<file path="src/m2scus_pkg.sv">
`default_nettype none
// ---------------------------------------------------------------------------
// m2scus_pkg
// Shared types and constants of the MPEG-2 start code unit splitter.
// ---------------------------------------------------------------------------
package m2scus_pkg;

	localparam logic [7:0] TYPE_PICTURE   = 8'h00;
	localparam logic [7:0] TYPE_SEQUENCE  = 8'hB3;
	localparam logic [7:0] TYPE_EXTENSION = 8'hB5;

	localparam logic [3:0] EXT_NONE           = 4'd0;
	localparam logic [3:0] EXT_SEQUENCE       = 4'd1;
	localparam logic [3:0] EXT_PICTURE_CODING = 4'd8;

	// offset of the byte that carries the extension id, from the unit start
	localparam logic [31:0] EXT_BYTE_OFFSET = 32'd4;
	// bytes in a start code prefix plus its 01 byte
	localparam logic [31:0] START_CODE_BYTES = 32'd3;

	localparam logic [23:0] LEN_MAX = 24'hFFFFFF;

	// close event queue between scanner and descriptor stage
	localparam int QDEPTH = 2;
	localparam int QPTR_W = (QDEPTH > 1) ? $clog2(QDEPTH) : 1;
	localparam int QCNT_W = $clog2(QDEPTH + 1);

	typedef struct packed {
		logic [7:0] byte_value;
		logic       end_of_stream;
	} byte_req_t;

	typedef struct packed {
		logic [31:0] unit_offset;
		logic [23:0] unit_length;
		logic [7:0]  unit_type;
		logic        paired;
	} unit_req_t;

	// one closed unit, as seen by the scanner
	typedef struct packed {
		logic [31:0] end_pos;
		logic [31:0] start_pos;
		logic [7:0]  unit_type;
		logic [3:0]  ext_id;   // EXT_NONE unless an extension with a fifth byte
		logic        eos;      // end of stream closed it
	} close_evt_t;

endpackage

`default_nettype wire

</file>
<file path="src/mpeg2_start_code_unit_splitter.sv">
`default_nettype none
// ---------------------------------------------------------------------------
// mpeg2_start_code_unit_splitter
// Splits an MPEG-2 byte stream at 00 00 01 start codes into unit
// descriptors, merging sequence and picture headers with their extensions.
// ---------------------------------------------------------------------------
//  channel | handshake               | payload      | carries
//  byte    | byte_valid / byte_stall | byte_data    | one stream byte or end of stream
//  unit    | unit_valid / unit_stall | unit_data    | one unit descriptor
//
//  One byte request is taken per cycle while byte_stall is low; the close event
//  of a unit passes from the scanner through the queue to the output register.
//  byte_stall rises only when the two-entry close event queue is full, which
//  happens only after unit_stall has held the output register.
//  Reset clears the scanner, the queue, the held header and the output valid.
// ---------------------------------------------------------------------------
module mpeg2_start_code_unit_splitter (
	input  wire logic                   clk,
	input  wire logic                   arst_n,
	input  wire logic                   byte_valid,
	output logic                        byte_stall,
	input  wire m2scus_pkg::byte_req_t  byte_data,
	output logic                        unit_valid,
	input  wire logic                   unit_stall,
	output m2scus_pkg::unit_req_t       unit_data
);

	logic                   accept;
	logic                   push;
	logic                   pop;
	logic                   q_full;
	logic                   q_empty;
	m2scus_pkg::close_evt_t push_evt;
	m2scus_pkg::close_evt_t head_evt;

	// stall the byte channel only while the event queue has no room
	assign byte_stall = q_full;
	assign accept     = byte_valid && !q_full;

	// front: scan bytes, track the open unit, push an event when it closes
	m2scus_front u_front (
		.clk    (clk),
		.arst_n (arst_n),
		.accept (accept),
		.req    (byte_data),
		.push   (push),
		.evt    (push_evt)
	);

	// decouple scanning from descriptor output
	m2scus_queue u_queue (
		.clk      (clk),
		.arst_n   (arst_n),
		.push     (push),
		.push_evt (push_evt),
		.pop      (pop),
		.full     (q_full),
		.empty    (q_empty),
		.head     (head_evt)
	);

	// back: hold headers, pair extensions, drive the descriptor register
	m2scus_back u_back (
		.clk        (clk),
		.arst_n     (arst_n),
		.empty      (q_empty),
		.head       (head_evt),
		.pop        (pop),
		.unit_valid (unit_valid),
		.unit_stall (unit_stall),
		.unit_data  (unit_data)
	);

endmodule

`default_nettype wire

</file>
<file path="src/m2scus_front.sv">
`default_nettype none
// ---------------------------------------------------------------------------
// m2scus_front
// Byte scanner: tracks start codes and the open unit, pushes close events.
// ---------------------------------------------------------------------------
module m2scus_front (
	input  wire logic                   clk,
	input  wire logic                   arst_n,
	input  wire logic                   accept,
	input  wire m2scus_pkg::byte_req_t  req,
	output logic                        push,
	output m2scus_pkg::close_evt_t      evt
);

	logic [31:0] pos_q;
	logic [1:0]  zero_run_q;
	logic        await_q;
	logic        open_q;
	logic [31:0] open_start_q;
	logic [7:0]  open_type_q;
	logic [3:0]  open_ext_q;

	logic [31:0] sc_start;
	logic        at_ext_byte;

	assign sc_start    = pos_q - m2scus_pkg::START_CODE_BYTES;
	assign at_ext_byte = open_q && ((pos_q - open_start_q) == m2scus_pkg::EXT_BYTE_OFFSET);

	always_comb begin
		push          = accept && open_q && (req.end_of_stream || await_q);
		evt.end_pos   = req.end_of_stream ? pos_q : sc_start;
		evt.start_pos = open_start_q;
		evt.unit_type = open_type_q;
		evt.ext_id    = (open_type_q == m2scus_pkg::TYPE_EXTENSION) ? open_ext_q
		                                                            : m2scus_pkg::EXT_NONE;
		evt.eos       = req.end_of_stream;
	end

	always_ff @(posedge clk or negedge arst_n) begin
		if (!arst_n) begin
			pos_q        <= '0;
			zero_run_q   <= '0;
			await_q      <= 1'b0;
			open_q       <= 1'b0;
			open_start_q <= '0;
			open_type_q  <= '0;
			open_ext_q   <= '0;
		end else if (accept) begin
			if (req.end_of_stream) begin
				// flush and restart offsets
				pos_q        <= '0;
				zero_run_q   <= '0;
				await_q      <= 1'b0;
				open_q       <= 1'b0;
				open_start_q <= '0;
				open_type_q  <= '0;
				open_ext_q   <= '0;
			end else begin
				pos_q <= pos_q + 32'd1;
				if (await_q) begin
					// type byte: open the new unit at its start code
					open_q       <= 1'b1;
					open_start_q <= sc_start;
					open_type_q  <= req.byte_value;
					open_ext_q   <= m2scus_pkg::EXT_NONE;
					await_q      <= 1'b0;
					zero_run_q   <= '0;
				end else begin
					if (at_ext_byte)
						open_ext_q <= req.byte_value[7:4];
					if (req.byte_value == 8'h00) begin
						if (zero_run_q != 2'd2)
							zero_run_q <= zero_run_q + 2'd1;
					end else begin
						if (req.byte_value == 8'h01 && zero_run_q == 2'd2)
							await_q <= 1'b1;
						zero_run_q <= '0;
					end
				end
			end
		end
	end

endmodule

`default_nettype wire

</file>
<file path="src/m2scus_queue.sv">
`default_nettype none
// ---------------------------------------------------------------------------
// m2scus_queue
// Short FIFO of close events between scanner and descriptor stage.
// ---------------------------------------------------------------------------
module m2scus_queue (
	input  wire logic                    clk,
	input  wire logic                    arst_n,
	input  wire logic                    push,
	input  wire m2scus_pkg::close_evt_t  push_evt,
	input  wire logic                    pop,
	output logic                         full,
	output logic                         empty,
	output m2scus_pkg::close_evt_t       head
);

	m2scus_pkg::close_evt_t              mem_q [m2scus_pkg::QDEPTH];
	logic [m2scus_pkg::QPTR_W-1:0]       wr_ptr_q;
	logic [m2scus_pkg::QPTR_W-1:0]       rd_ptr_q;
	logic [m2scus_pkg::QCNT_W-1:0]       count_q;

	localparam logic [m2scus_pkg::QPTR_W-1:0] PTR_LAST =
		m2scus_pkg::QPTR_W'(m2scus_pkg::QDEPTH - 1);
	localparam logic [m2scus_pkg::QCNT_W-1:0] CNT_FULL =
		m2scus_pkg::QCNT_W'(m2scus_pkg::QDEPTH);

	assign full  = (count_q == CNT_FULL);
	assign empty = (count_q == '0);
	assign head  = mem_q[rd_ptr_q];

	always_ff @(posedge clk) begin
		if (push)
			mem_q[wr_ptr_q] <= push_evt;
	end

	always_ff @(posedge clk or negedge arst_n) begin
		if (!arst_n) begin
			wr_ptr_q <= '0;
			rd_ptr_q <= '0;
			count_q  <= '0;
		end else begin
			if (push)
				wr_ptr_q <= (wr_ptr_q == PTR_LAST) ? '0 : wr_ptr_q + 1'b1;
			if (pop)
				rd_ptr_q <= (rd_ptr_q == PTR_LAST) ? '0 : rd_ptr_q + 1'b1;
			if (push && !pop)
				count_q <= count_q + 1'b1;
			else if (pop && !push)
				count_q <= count_q - 1'b1;
		end
	end

`ifndef SYNTHESIS
	a_no_overflow: assert property (@(posedge clk) disable iff (!arst_n)
		push |-> !full)
		else $error("close event pushed into full queue");
	a_no_underflow: assert property (@(posedge clk) disable iff (!arst_n)
		pop |-> !empty)
		else $error("close event popped from empty queue");
	a_count_bound: assert property (@(posedge clk) disable iff (!arst_n)
		count_q <= CNT_FULL)
		else $error("queue count beyond depth");
`endif

endmodule

`default_nettype wire

</file>
<file path="src/m2scus_back.sv">
`default_nettype none
// ---------------------------------------------------------------------------
// m2scus_back
// Descriptor stage: holds headers, pairs extensions, registers descriptors.
// ---------------------------------------------------------------------------
module m2scus_back (
	input  wire logic                    clk,
	input  wire logic                    arst_n,
	input  wire logic                    empty,
	input  wire m2scus_pkg::close_evt_t  head,
	output logic                         pop,
	output logic                         unit_valid,
	input  wire logic                    unit_stall,
	output m2scus_pkg::unit_req_t        unit_data
);

	logic        held_valid_q;
	logic [31:0] held_start_q;
	logic [3:0]  held_ext_q;
	logic [7:0]  held_type_q;

	logic                  out_valid_q;
	m2scus_pkg::unit_req_t out_q;

	logic        pair;
	logic        is_header;
	logic        emit;
	logic [31:0] sel_start;
	logic [31:0] diff;
	logic [23:0] len_sat;

	assign pop = !empty && (!out_valid_q || !unit_stall);

	always_comb begin
		pair      = held_valid_q && (head.ext_id != m2scus_pkg::EXT_NONE)
		            && (head.ext_id == held_ext_q);
		is_header = (head.unit_type == m2scus_pkg::TYPE_SEQUENCE)
		            || (head.unit_type == m2scus_pkg::TYPE_PICTURE);
		emit      = pair || !is_header;
		sel_start = pair ? held_start_q : head.start_pos;
		diff      = head.end_pos - sel_start;
		len_sat   = (|diff[31:24]) ? m2scus_pkg::LEN_MAX : diff[23:0];
	end

	always_ff @(posedge clk or negedge arst_n) begin
		if (!arst_n) begin
			held_valid_q <= 1'b0;
			held_start_q <= '0;
			held_ext_q   <= '0;
			held_type_q  <= '0;
		end else if (pop) begin
			if (!pair && is_header && !head.eos) begin
				// hold a header until the next unit shows whether it pairs
				held_valid_q <= 1'b1;
				held_start_q <= head.start_pos;
				held_type_q  <= head.unit_type;
				held_ext_q   <= (head.unit_type == m2scus_pkg::TYPE_SEQUENCE)
				                ? m2scus_pkg::EXT_SEQUENCE : m2scus_pkg::EXT_PICTURE_CODING;
			end else begin
				held_valid_q <= 1'b0;
			end
		end
	end

	always_ff @(posedge clk or negedge arst_n) begin
		if (!arst_n)
			out_valid_q <= 1'b0;
		else if (pop)
			out_valid_q <= emit;
		else if (!unit_stall)
			out_valid_q <= 1'b0;
	end

	always_ff @(posedge clk) begin
		if (pop && emit) begin
			out_q.unit_offset <= sel_start;
			out_q.unit_length <= len_sat;
			out_q.unit_type   <= pair ? held_type_q : head.unit_type;
			out_q.paired      <= pair;
		end
	end

	assign unit_valid = out_valid_q;
	assign unit_data  = out_q;

`ifndef SYNTHESIS
	a_paired_type: assert property (@(posedge clk) disable iff (!arst_n)
		(out_valid_q && out_q.paired) |->
		(out_q.unit_type == m2scus_pkg::TYPE_SEQUENCE
		 || out_q.unit_type == m2scus_pkg::TYPE_PICTURE))
		else $error("paired descriptor without header type");
	a_unpaired_not_header: assert property (@(posedge clk) disable iff (!arst_n)
		(out_valid_q && !out_q.paired) |->
		(out_q.unit_type != m2scus_pkg::TYPE_SEQUENCE
		 && out_q.unit_type != m2scus_pkg::TYPE_PICTURE))
		else $error("header emitted without its extension");
	a_eos_clears_held: assert property (@(posedge clk) disable iff (!arst_n)
		(pop && head.eos) |=> !held_valid_q)
		else $error("held header survived end of stream");
`endif

endmodule

`default_nettype wire

</file>
<file path="config.mk">
export PLATFORM = sky130hd
export DESIGN_NAME = mpeg2_start_code_unit_splitter
export DESIGN_NICKNAME = d
export VERILOG_FILES = /design/src/m2scus_pkg.sv /design/src/mpeg2_start_code_unit_splitter.sv /design/src/m2scus_front.sv /design/src/m2scus_queue.sv /design/src/m2scus_back.sv
export SDC_FILE = /design/constraint.sdc
export NUM_CORES = 1
export LEC_CHECK = 0
export BUFFER_PORTS_ARGS = -buffer_cell sky130_fd_sc_hd__buf_2
export CORE_AREA = 2 2 172 174
export CTS_CLUSTER_DIAMETER = 200
export DETAILED_ROUTE_END_ITERATION = 7
export DIE_AREA = 0 0 174 176
export PLACE_DENSITY = 0.83
export REMOVE_ABC_BUFFERS = 1
export SYNTH_ARGS = -nofsm -noshare
export SYNTH_HDL_FRONTEND = slang
export SYNTH_SLANG_ARGS = --single-unit
</file>
<file path="constraint.sdc">
create_clock -name clk -period 8.1 [get_ports clk]
set_input_delay 0 -clock clk [delete_from_list [all_inputs] [get_ports clk]]
set_output_delay 0 -clock clk [all_outputs]
set_load 0.02 [all_outputs]
</file>
==> impl_metrics.py <==
metrics = {
    "layout": {
        "finalCoreUtilization": 0.713,
        "drive_gt1_frac": 0.113,
        "final_net_count": 1870,
        "final-instance-count-excl-fill": 2201,
        "layout_overhead_on_the_synthesized_area_pct": 9.77,
        "insertedDiodeCount": 0,
    },
    "cts": {
        "tritoncts": "built",
        "number_of_clock_sinks": 347,
        "cts_buffers": 34,
        "clock_tree.buffer_depth": 3,
        "clkLatencyLatePin_ns": 0.51,
        "cts.clk_slew.worst_paths_ns": 0.07,
        "ctsRootBufferMaster": "sky130_fd_sc_hd__clkbuf_16",
        "cts.htree.levels": 2,
    },
    "status": {
        "run_status": "completed",
    },
    "sta": {
        "hold_viol": 0,
        "min_period_over_period": 0.705,
        "tightest_slew_ns": 1.03,
        "setup_total_negative_slack_ns": 0,
        "slew_viols_final": 0,
        "slew_headroom": 0.306,
        "report.final.setup_viol": 0,
        "rsz0062_at_grt": "no",
        "clock_skews_ns": 0.0122,
        "post-route-min-period_ns": 5.71,
        "top_achievable_clock_speed_mhz": 175,
    },
    "pwr": {
        "post-layout-total-power_mw": 7.52,
        "irDropWorstVdd_uv": 200,
        "leakagePower_nw": 8.50,
        "power_per_cell_area_mw_per_mm2": 370,
    },
    "setup_path": {
        "cp_slowest_cell": "sky130_fd_sc_hd__a2111oi_0",
        "rr_endpoint": "u_back.unit_data[13]",
        "rr_startpoint": "u_queue.rd_ptr_q",
        "slowest_delay_ns": 0.86,
        "timing.reg2reg.worst_path_depth": 16,
        "slack_of_the_worst_reg_to_reg_path_ns": 2.39,
        "cell_by_cell_listing_of_the_critical_path": "nor3b_1 -> nand2_1 -> o22a_2 -> o21ai_0 -> ha_1 -> a21oi_1 -> o21ai_0 -> a2111oi_0 -> o21ai_0 -> a21oi_1 -> nand2b_1 -> mux2_2 -> a211o_1 -> nor3_2 -> buf_4 -> nand3_1",
        "criticalPathCategory": "register to register",
        "cp_top_family": "compound AO/OA/AOI/OAI gates",
        "timing.critical_path.from": "u_queue.rd_ptr_q",
        "cp.buffers_inverters": 1,
        "critPathCapture": "u_back.unit_data[13]",
        "path_depth": 16,
        "critical_path_peak_fanout": 41,
        "path_common_cell": "sky130_fd_sc_hd__o21ai_0",
        "end_kind": "register",
        "timing.critical_path.required_ns": 8.34,
        "start_kind": "register",
        "arrival_ns": 5.95,
    },
    "yosys": {
        "number_of_storage_elements_in_the_synthesis_netlist": 347,
        "synth-edff-count": 219,
        "synth.lib_cells_used.distinct": 85,
        "async_flop_share": 0.369,
        "yosys_most_used_dff": "sky130_fd_sc_hd__edfxtp_1",
        "synth_warnings": 0,
        "syn_avg_cell_area_um2": 10.6,
        "synth_cells": 1753,
        "synthesis.area_mm2": 0.0185,
        "synth.yosys.seq_area_share": 0.528,
    },
    "grt": {
        "wire_length_of_the_first_global_routing_pass_mm": 69.9,
        "antenna_found_initial": 0,
        "vias_in_the_first_global_route": 13177,
        "congestion_overflow_gr": 0,
        "grt_use_total": 0.287,
        "grt_start_max_net_pins": 78,
    },
    "hold_path": {
        "hold_path_depth": 4,
        "hp-class": "primary input to register",
    },
    "floorplanning": {
        "fp.dieH_um": 176,
        "boundaryPins": 80,
        "die-width_um": 174,
        "die_area_mm2": 0.0306,
        "floorplan.initialDensity": 0.649,
        "design.core.area_mm2": 0.0285,
        "num_rows": 62,
    },
    "place": {
        "io_buffer_count": 79,
        "gp_congestion": 0.872,
        "detailedPlacementHpwl_mm": 29.9,
        "dp_cells": 2130,
    },
    "detailed_routing": {
        "drtIter0Drc": 1301,
        "detailroute.via_count": 13544,
        "wl_per_cell_um": 19.6,
        "detail_route.first_pass.iterations": 6,
        "postRouteWirelength_mm": 43.2,
        "post_detailed_route_drc_marker_count": 0,
        "via_per_inst": 6.15,
        "antenna_violating_nets_post_route": 0,
    },
    "job": {
        "maxCapViolations": 0,
    },
}
-- cell type report --
type / instances / area (µm²)
fill: 1982 / 8200
multi-input combinational: 1209 / 8010
clock inverter: 13 / 159
clock buffer: 47 / 950
inverter: 100 / 375
timing repair buffer: 101 / 591
sequential: 347 / 9780
tap: 384 / 480
-- state kept, by name (all words and copies together) (netlist names), 2 cells and up --
register              count
u_front.zero_run_q        2
u_queue.count_q           2
u_back.held_start_q      32
u_front.pos_q            32
u_back.unit_data         65
u_back.held_ext_q         2
u_front.open_start_q     32
u_queue.mem_q           154
u_back.held_type_q        8
u_front.open_ext_q        4
u_front.open_type_q       8
-- layer usage --
metal	vias up	track usage	part of all wire
met5	-	0	0
met4	0	0.0851	0.027
met3	97	0.0433	0.068
met2	550	0.468	0.47
met1	6518	0.404	0.44
li1	6379	-	-
-- synthesized netlist by cell type (all sizes together) (58+ instances only) --
cell type	number	share of area
inv	100	0.020
o21ai	92	0.025
xor2	72	0.034
edfxtp	219	0.35
mux2i	58	0.031
ha	63	0.043
xnor2	58	0.028
clkbuf	73	0.015
nor2	153	0.032
nand2	148	0.030
a21oi	113	0.031
dfrtp	128	0.17
-- power by group --
part           total (mW)  leakage, nW  switching (mW)  internal, mW
Clock                1.58        0.532           0.655         0.920
Sequential           2.63         3.70           0.255          2.37
Combinational        3.32         4.27            2.08          1.24
Total                7.52         8.50            2.99          4.53
-- kinds of logic (layout without fill, tap and decap cells) --
family | Yosys count | count (layout) | synth area share
simple gates | 540 | 540 | 0.143
compound gates | 378 | 378 | 0.127
flops | 347 | 347 | 0.528
buf+inv | 197 | 261 | 0.0419
xor+xnor | 130 | 130 | 0.0618
mux | 93 | 93 | 0.0526
fa+ha+maj | 68 | 68 | 0.0458
-- how the worst min path moves through the flow --
stage	slack, ns	end	startpoint
floorplan	-0.30	u_back.held_ext_q[0]	arst_n
global placement	0.11	u_front.zero_run_q[0]	arst_n
detailed placement	0.12	u_front.zero_run_q[0]	arst_n
CTS	0.01	u_front.pos_q[1]	byte_valid
global route	0.08	u_front.pos_q[3]	byte_valid
finish	0.03	u_front.pos_q[1]	byte_valid
-- layout by cell type, fill, tap and decap left out, types with 57 or more instances in the layout --
cell type                    n
sky130_fd_sc_hd__edfxtp_1  219
sky130_fd_sc_hd__nand3_1    57
sky130_fd_sc_hd__a21oi_1   113
sky130_fd_sc_hd__xor2_1     72
sky130_fd_sc_hd__mux2i_1    58
sky130_fd_sc_hd__xnor2_1    57
sky130_fd_sc_hd__ha_1       63
sky130_fd_sc_hd__inv_1      99
sky130_fd_sc_hd__nand2_1   147
sky130_fd_sc_hd__o21ai_0    87
sky130_fd_sc_hd__buf_2      78
sky130_fd_sc_hd__dfrtp_1   127
sky130_fd_sc_hd__nor2_1    148
-- what timing repair did --
action	in CTS	in global routing
buffers inserted	0	0
hold buffers	11	0
resized for setup	0	0
hold endpoints to repair	75	0
-- per-stage QoR --
stage	setup slack, ns	area [µm²]	hold WS (ns)
after floorplan	-1.10	18100	-0.296
after global placement	2.61	19100	0.109
after detailed placement	2.46	19100	0.119
after CTS	2.44	20300	0.0104
after global routing	1.96	20300	0.0831
final	2.39	20300	0.0317
-- tightest hold or removal path: cells and delay by family --
family	cells	cell delay, ns
compound gates	1	0.09
buf+inv	1	0.08
simple gates	2	0.32
No activity file was read; power rests on OpenSTA's default activity.
